--- src/rtl/core/roi_pkg.sv ---
// Shared types, constants and codes for the radial offset interpolator.
package roi_pkg;

	localparam int DEF_MAX_POINTS = 64;
	localparam int POS_W          = 24;
	localparam int OFF_W          = 16;
	localparam int D2_W           = 50;
	localparam int WQ_W           = 16;
	localparam int CNT_OUT_W      = 7;
	localparam int POS_MAX        = 8388607;
	localparam int POS_MIN        = -8388608;

	// Result status codes
	localparam logic [1:0] ST_OK   = 2'd0;
	localparam logic [1:0] ST_FULL = 2'd1;
	localparam logic [1:0] ST_NONE = 2'd2;

	localparam logic KIND_INSERT = 1'b0;
	localparam logic KIND_QUERY  = 1'b1;

	// One table entry: key position and correction offset per axis
	typedef struct packed {
		logic [2:0][POS_W-1:0] key;
		logic [2:0][OFF_W-1:0] corr;
	} roi_entry_t;

	// Commands from controller to datapath
	typedef struct packed {
		logic       cap;
		logic       rd;
		logic       wr;
		logic       sq_en;
		logic       sq_clr;
		logic       sq_rad;
		logic       wd_init;
		logic       wd_step;
		logic       mul_en;
		logic       n_inc;
		logic       fd_init;
		logic       fd_step;
		logic       fin_en;
		logic       res_ins;
		logic       res_drop;
		logic       res_none;
		logic       res_q;
		logic [1:0] axis;
	} roi_cmd_t;

	// Status from datapath to controller
	typedef struct packed {
		logic kind;
		logic at_end;
		logic full;
		logic fill_zero;
		logic match;
		logic d2_lt;
		logic d2_zero;
		logic n_zero;
	} roi_sts_t;

endpackage

--- src/rtl/core/roi_ctrl.sv ---
// Controller: sequences table walks, divider steps and result delivery.
module roi_ctrl import roi_pkg::*; #(
	parameter int MAX_POINTS = DEF_MAX_POINTS
) (
	input  logic                            clk,
	input  logic                            arst_n,
	input  logic                            start,
	output logic                            busy,
	input  roi_sts_t                        sts,
	output roi_cmd_t                        cmd,
	output logic [$clog2(MAX_POINTS+1)-1:0] idx
);

	localparam int CW  = $clog2(MAX_POINTS+1);
	localparam int QW  = CW + 17;
	localparam int SCW = $clog2(QW+1);

	localparam logic [3:0] S_IDLE  = 4'd0;
	localparam logic [3:0] S_DISP  = 4'd1;
	localparam logic [3:0] S_IRD   = 4'd2;
	localparam logic [3:0] S_ICMP  = 4'd3;
	localparam logic [3:0] S_IRAD  = 4'd4;
	localparam logic [3:0] S_IWR   = 4'd5;
	localparam logic [3:0] S_IRES  = 4'd6;
	localparam logic [3:0] S_QRD   = 4'd7;
	localparam logic [3:0] S_QSQ   = 4'd8;
	localparam logic [3:0] S_QCHK  = 4'd9;
	localparam logic [3:0] S_QDIV  = 4'd10;
	localparam logic [3:0] S_QMUL  = 4'd11;
	localparam logic [3:0] S_FINIT = 4'd12;
	localparam logic [3:0] S_FDIV  = 4'd13;
	localparam logic [3:0] S_FFIN  = 4'd14;

	logic [3:0]     state_q, state_d;
	logic [CW-1:0]  idx_q, idx_d;
	logic [SCW-1:0] step_q, step_d;
	logic [1:0]     axis_q, axis_d;

	always_ff @(posedge clk or negedge arst_n) begin
		if (!arst_n) begin
			state_q <= S_IDLE;
			idx_q   <= '0;
			step_q  <= '0;
			axis_q  <= '0;
		end else begin
			state_q <= state_d;
			idx_q   <= idx_d;
			step_q  <= step_d;
			axis_q  <= axis_d;
		end
	end

	// Next state and command decode
	always_comb begin
		state_d = state_q;
		idx_d   = idx_q;
		step_d  = step_q;
		axis_d  = axis_q;
		cmd     = '0;
		case (state_q)
			S_IDLE: begin
				if (start) begin
					cmd.cap = 1'b1;
					idx_d   = '0;
					state_d = S_DISP;
				end
			end
			S_DISP: begin
				state_d = (sts.kind == KIND_QUERY) ? S_QRD : S_IRD;
			end
			S_IRD: begin
				if (sts.at_end) begin
					if (sts.full) begin
						cmd.res_ins  = 1'b1;
						cmd.res_drop = 1'b1;
						state_d      = S_IDLE;
					end else if (sts.fill_zero) begin
						step_d  = '0;
						state_d = S_IRAD;
					end else begin
						state_d = S_IWR;
					end
				end else begin
					cmd.rd  = 1'b1;
					state_d = S_ICMP;
				end
			end
			S_ICMP: begin
				if (sts.match) begin
					state_d = S_IWR;
				end else begin
					idx_d   = idx_q + 1'b1;
					state_d = S_IRD;
				end
			end
			S_IRAD: begin
				cmd.sq_en  = 1'b1;
				cmd.sq_rad = 1'b1;
				cmd.sq_clr = (step_q == '0);
				cmd.axis   = step_q[1:0];
				step_d     = step_q + 1'b1;
				if (step_q == SCW'(2)) begin
					state_d = S_IWR;
				end
			end
			S_IWR: begin
				cmd.wr  = 1'b1;
				state_d = S_IRES;
			end
			S_IRES: begin
				cmd.res_ins = 1'b1;
				state_d     = S_IDLE;
			end
			S_QRD: begin
				if (sts.at_end) begin
					if (sts.n_zero) begin
						cmd.res_none = 1'b1;
						state_d      = S_IDLE;
					end else begin
						axis_d  = '0;
						state_d = S_FINIT;
					end
				end else begin
					cmd.rd  = 1'b1;
					step_d  = '0;
					state_d = S_QSQ;
				end
			end
			S_QSQ: begin
				cmd.sq_en  = 1'b1;
				cmd.sq_clr = (step_q == '0);
				cmd.axis   = step_q[1:0];
				step_d     = step_q + 1'b1;
				if (step_q == SCW'(2)) begin
					state_d = S_QCHK;
				end
			end
			S_QCHK: begin
				step_d = '0;
				if (sts.d2_lt) begin
					cmd.wd_init = 1'b1;
					state_d     = sts.d2_zero ? S_QMUL : S_QDIV;
				end else begin
					idx_d   = idx_q + 1'b1;
					state_d = S_QRD;
				end
			end
			S_QDIV: begin
				cmd.wd_step = 1'b1;
				step_d      = step_q + 1'b1;
				if (step_q == SCW'(WQ_W-1)) begin
					step_d  = '0;
					state_d = S_QMUL;
				end
			end
			S_QMUL: begin
				cmd.mul_en = 1'b1;
				cmd.axis   = step_q[1:0];
				step_d     = step_q + 1'b1;
				if (step_q == SCW'(2)) begin
					cmd.n_inc = 1'b1;
					idx_d     = idx_q + 1'b1;
					state_d   = S_QRD;
				end
			end
			S_FINIT: begin
				cmd.fd_init = 1'b1;
				cmd.axis    = axis_q;
				step_d      = '0;
				state_d     = S_FDIV;
			end
			S_FDIV: begin
				cmd.fd_step = 1'b1;
				cmd.axis    = axis_q;
				step_d      = step_q + 1'b1;
				if (step_q == SCW'(QW-1)) begin
					state_d = S_FFIN;
				end
			end
			S_FFIN: begin
				cmd.fin_en = 1'b1;
				cmd.axis   = axis_q;
				if (axis_q == 2'd2) begin
					cmd.res_q = 1'b1;
					state_d   = S_IDLE;
				end else begin
					axis_d  = axis_q + 1'b1;
					state_d = S_FINIT;
				end
			end
			default: begin
				state_d = S_IDLE;
			end
		endcase
	end

	assign busy = (state_q != S_IDLE);
	assign idx  = idx_q;

endmodule

--- config.mk ---
export PLATFORM = sky130hd
export DESIGN_NAME = roi_ctrl
export DESIGN_NICKNAME = d
export VERILOG_FILES = /design/src/rtl/core/roi_pkg.sv /design/src/rtl/core/roi_ctrl.sv
export SDC_FILE = /design/constraint.sdc
export NUM_CORES = 1
export LEC_CHECK = 0
export ABC_AREA = 1
export BUFFER_PORTS_ARGS = -buffer_cell sky130_fd_sc_hd__buf_2
export CORE_AREA = 2 2 70 72
export DETAILED_ROUTE_END_ITERATION = 12
export DIE_AREA = 0 0 72 74
export HOLD_SLACK_MARGIN = 0.03
export SKIP_LAST_GASP = 1
export SLEW_MARGIN = 20
export SYNTH_ARGS = -nofsm -noshare
export SYNTH_HDL_FRONTEND = slang
export SYNTH_SLANG_ARGS = --single-unit
--- constraint.sdc ---
create_clock -name clk -period 2 [get_ports clk]
set_clock_uncertainty 0.1 [all_clocks]
set_input_delay 0.4 -clock clk [delete_from_list [all_inputs] [get_ports clk]]
set_output_delay 0.4 -clock clk [all_outputs]
set_load 0.005 [all_outputs]
Yosys cells after proc, flatten, opt, wreduce, memory -nomap -nowiden
Cells that the tools add are included.
- register bits: 18
- input port bits: 11
- $add $sub $neg: 3
- equal/unequal tests: 33
- muxes and demuxes: 57
- reductions and logical operators: 16
- operators with widths (operator ; count):
    case mux 4 bit (14 select lines) ; 1
    two-way mux 4 bit ; 10
    inequality test 2 bit, second input constant ; 15
    equality test 4 bit, second input constant ; 7
    two-way mux 7 bit ; 4
    case mux 7 bit (4 select lines) ; 1
    two-way mux 5 bit ; 5
    case mux 5 bit (5 select lines) ; 1
    two-way mux 1 bit ; 21
    equality test 4 x 3 -> 1 bit, second input constant ; 4
    two-way mux 2 bit ; 7
    two-way mux 3 bit ; 4
    AND reduction 5 bit ; 2
    equality test 4 x 2 -> 1 bit, second input constant ; 2
    case mux 2 bit (2 select lines) ; 2
    nonzero test 4 bit ; 2
    adder 7 x 1 -> 7 bit, second input constant ; 1
    AND reduction 6 bit ; 1
    OR reduction 2 bit ; 3
    OR reduction 3 bit ; 2
    adder 5 x 1 -> 5 bit, second input constant ; 1
    equality test 5 x 2 -> 1 bit, second input constant ; 1
    equality test 5 x 4 -> 1 bit, second input constant ; 1
    equality test 5 bit, second input constant ; 1
    10 further kinds ; 10

Depth between registers and ports, before layout
- depth in word-level cells: 4
- depth in mapped cells: 10
- mapped depth without buffers: 10

Worst setup path after synthesis
No wires, ideal clock.
- kind: reg2out
- start: register state_q[0]
- end: output cmd[0] (netlist bit)
- arrival: 1.059 ns
- data required time: 1.500 ns
- slack: 0.441 ns
- cell stages (with the launch flop): 6
- path buffers: 0
- cell sequence: dfrtp_1 > nor2_2 > nand3_2 > nand2_1 > inv_1 > o22ai_1
- RTL lines (item ; RTL line ; text):
    start, declared ; roi_ctrl.sv:34 ; logic [3:0] state_q, state_d;
    start signal, assigned ; roi_ctrl.sv:46 ; state_q <= state_d;
    end, declared ; roi_ctrl.sv:10 ; output roi_cmd_t cmd,

==> qor.yml <==
run_status: "completed"
hold_viol_final: 0
synth_async_sr_flop_share_pct: 100.0
syn-mean-instance-area_um2: 6.424
min_period_ps: 1945
routedLengthMet1_um: 2022
maxSlewHeadroom_pct: 70.37
crit_fanout: 7
final-setup-viol-count: 0
wl_um: 4168
synth.cell_area_um2: 1535
cpMaxStageDelayCell: "sky130_fd_sc_hd__dfrtp_2"
routabilityCongestion: 0.8418
met3RoutedLength_um: 199
cp_cell_sequence: "inv_2 > nor2_4 > nand2_4 > nand2_1 > inv_1 > o22ai_1 > buf_2"
grt_setup_unrepaired: "yes"
die_area_um2: 5328
place_hpwl_um: 3174
final_cell_count_no_fill: 344
dr.max_layer_used: "met4"
drt_first_iter_violations: 71
start_kind: "flop"
post_dp_cell_area_um2: 1787
drt.antenna.violating_nets: 0
layout.cells.most_common_list: "78 x sky130_fd_sc_hd__nand2_1, 37 x sky130_fd_sc_hd__buf_2, 25 x sky130_fd_sc_hd__inv_1, 23 x sky130_fd_sc_hd__nand3_1, 22 x sky130_fd_sc_hd__nor2_1"
post-place-cells: 330
final_global_route_overflow_total: 0
max_cap_violations: 0
ys.warnings.count: 0
timing_worst_slew_pin_value_ps: 444.5
leading_cell_type_in_the_layout_fill_and_taps_excluded: "sky130_fd_sc_hd__nand2_1"
fmax_mhz: 514.1
core_ar_um2: 4598
clock_insertion_delay_worst_skew_ps: 260
area.growth.synth_to_final_pct: 26.81
tritoncts: "built"
dr.pass1.iters: 4
pin_count: 38
dieHeight_um: 74
clock_tree.htree_level_count: 1
starting_utilization_of_the_core_area_pct: 33.39
clock_sinks: 18
clkSlewWorstSetupHoldPaths_ps: 70
met2WireLength_um: 1928
number_of_enable_type_register_cells_in_the_synthesized_netlist: 0
fill_cells: 497
first_global_vias: 1514
powerDensity_nw_per_um2: 1163
nets: 309
ys_top_cells_by_area: "sky130_fd_sc_hd__dfrtp_1 29%, sky130_fd_sc_hd__nand2_1 20%, sky130_fd_sc_hd__nand3_1 7.5%"
cellLeakagePower_uw: 0.001122
timing.final.crit_share_pct: 97.27
n_antenna_cell: 0
ys_seq_elements: 18
largest_stage_delay_on_the_critical_path_ps: 450
port_buffers: 37
grt_max_degree: 19
global_route_wire_length_before_repair_um: 6762
dr_total_vias: 1658
grt_use_total_pct: 16.16
row_count: 25
post_synth_num_cell_types: 27
drc: 0
cts-buffers-inserted: 3
synth.top_cell.area_share_pct: 29.34
final_max_slew_viol_count: 0
required_ps: 1500
final_cell_area_um2: 1947
hold_path.class: "flop to flop"
end_kind: "output port"
whs_ps: 430.5
timing.final.ws_setup_ps: 54.68
crit_type: "flop to output port"
antenna_found_initial: 0
synth_cells: 239
power.ir.vdd_worst_v: 0.0006406
drive_gt1_share_pct: 31.72
synth_fp_nets: 257
die-width_um: 72
power_uw: 2264
clockBufferDepth: 2
dominantRegCellSynth: "sky130_fd_sc_hd__dfrtp_1"
clk_root_buffer_cell: "sky130_fd_sc_hd__clkbuf_8"
pre_cts_ws_ps: 230.1
yosys.area.top_type: "sky130_fd_sc_hd__dfrtp_1"
synth_seq_area_share_pct: 29.34
worstPathArrival_ps: 1450
avgViaCountPerCell: 4.820
avgRoutedWirePerCell_um: 12.12
## metal layers
layer	global-route usage, %	vias up
met5	0	-
met4	3.145	0
met3	3.388	2
met2	27.26	44
met1	21.72	753
li1	-	859
## flip-flops by register name (all words and copies together), names as in the netlist
| register | count |
|---|---|
| step_q | 5 |
| idx | 7 |
| state_q | 4 |
| axis_q | 2 |
## kinds of logic (layout without fill, tap and decap cells)
group | Yosys count | in the layout | share of synthesized area, %
xor gates and xnor gates | 1 | 1 | 0.5706
DFF | 18 | 18 | 29.34
adders and majority gates | 7 | 7 | 5.705
and+or+nand+nor | 154 | 154 | 45.15
buffers and inverters | 35 | 86 | 9.128
AOI/OAI and AO/OA | 24 | 24 | 10.11
## final timing paths
| path | from | to | slack, ps | cells past startpoint |
|---|---|---|---|---|
| setup / recovery | state_q[3] | cmd[1] | 50 | 7 |
| max in group asynchronous | arst_n | state_q[2] | 950 | 2 |
| setup reg to reg | step_q[0] | state_q[0] | 250 | 9 |
| hold / removal | idx[6] | idx[6] | 430 | 2 |
| min in group asynchronous | arst_n | step_q[4] | 520 | 2 |
| hold reg to reg | idx[6] | idx[6] | 430 | 2 |
## worst max-delay path: cells and delay by family (launching register included)
family / cells / cell delay [ps]
AND/OR/NAND/NOR: 3 / 360
AO/OA/AOI/OAI: 1 / 100
flip-flops: 1 / 450
buffers and inverters: 3 / 260
## timing repair
item                       CTS  global route
hold buffers                 1             0
setup buffers                1             8
pin swaps                    1             2
hold endpoints to repair    18             0
setup endpoints to repair    4             5
gates resized for setup      6             4
## layout make-up
class / instances / area (µm²) / area share (%)
sequential: 18 / 455.4 / 23.39
clock buffer: 4 / 55.05 / 2.828
inverter: 33 / 123.9 / 6.362
multi-input combinational: 186 / 967.2 / 49.68
timing repair buffer: 49 / 277.8 / 14.27
tap: 54 / 67.56 / 3.470
## report_power, final
part	leakage (µW)	total [µW]	switching (µW)	internal [µW]
clock	0.0000288	305	130	175
combinational	0.000856	1340	857	487
sequential	0.000238	616	154	462
total	0.00112	2260	1140	1120
## through the flow
stage,setup TNS [ps],util [%]
global placement,0,38.86
CTS,0,40.71
detailed placement,0,38.86
global route,-153.5,42.34
floorplan,0,-
finish,0,42.34
## cell usage after synthesis (2+ instances only)
cell and count:
sky130_fd_sc_hd__nand2_1 80, sky130_fd_sc_hd__inv_1 25, sky130_fd_sc_hd__nand3_1 23, sky130_fd_sc_hd__nor2_1 23, sky130_fd_sc_hd__dfrtp_1 18, sky130_fd_sc_hd__inv_2 8, sky130_fd_sc_hd__nand2_2 8, sky130_fd_sc_hd__ha_1 7
sky130_fd_sc_hd__o21ai_2 7, sky130_fd_sc_hd__nor2_2 6, sky130_fd_sc_hd__o21ai_0 6, sky130_fd_sc_hd__nand4_1 4, sky130_fd_sc_hd__o21ai_1 4, sky130_fd_sc_hd__nand3b_1 3, sky130_fd_sc_hd__o22ai_1 3, sky130_fd_sc_hd__a21oi_1 2
sky130_fd_sc_hd__or2_1 2
No activity file was read; power rests on OpenSTA's default activity.
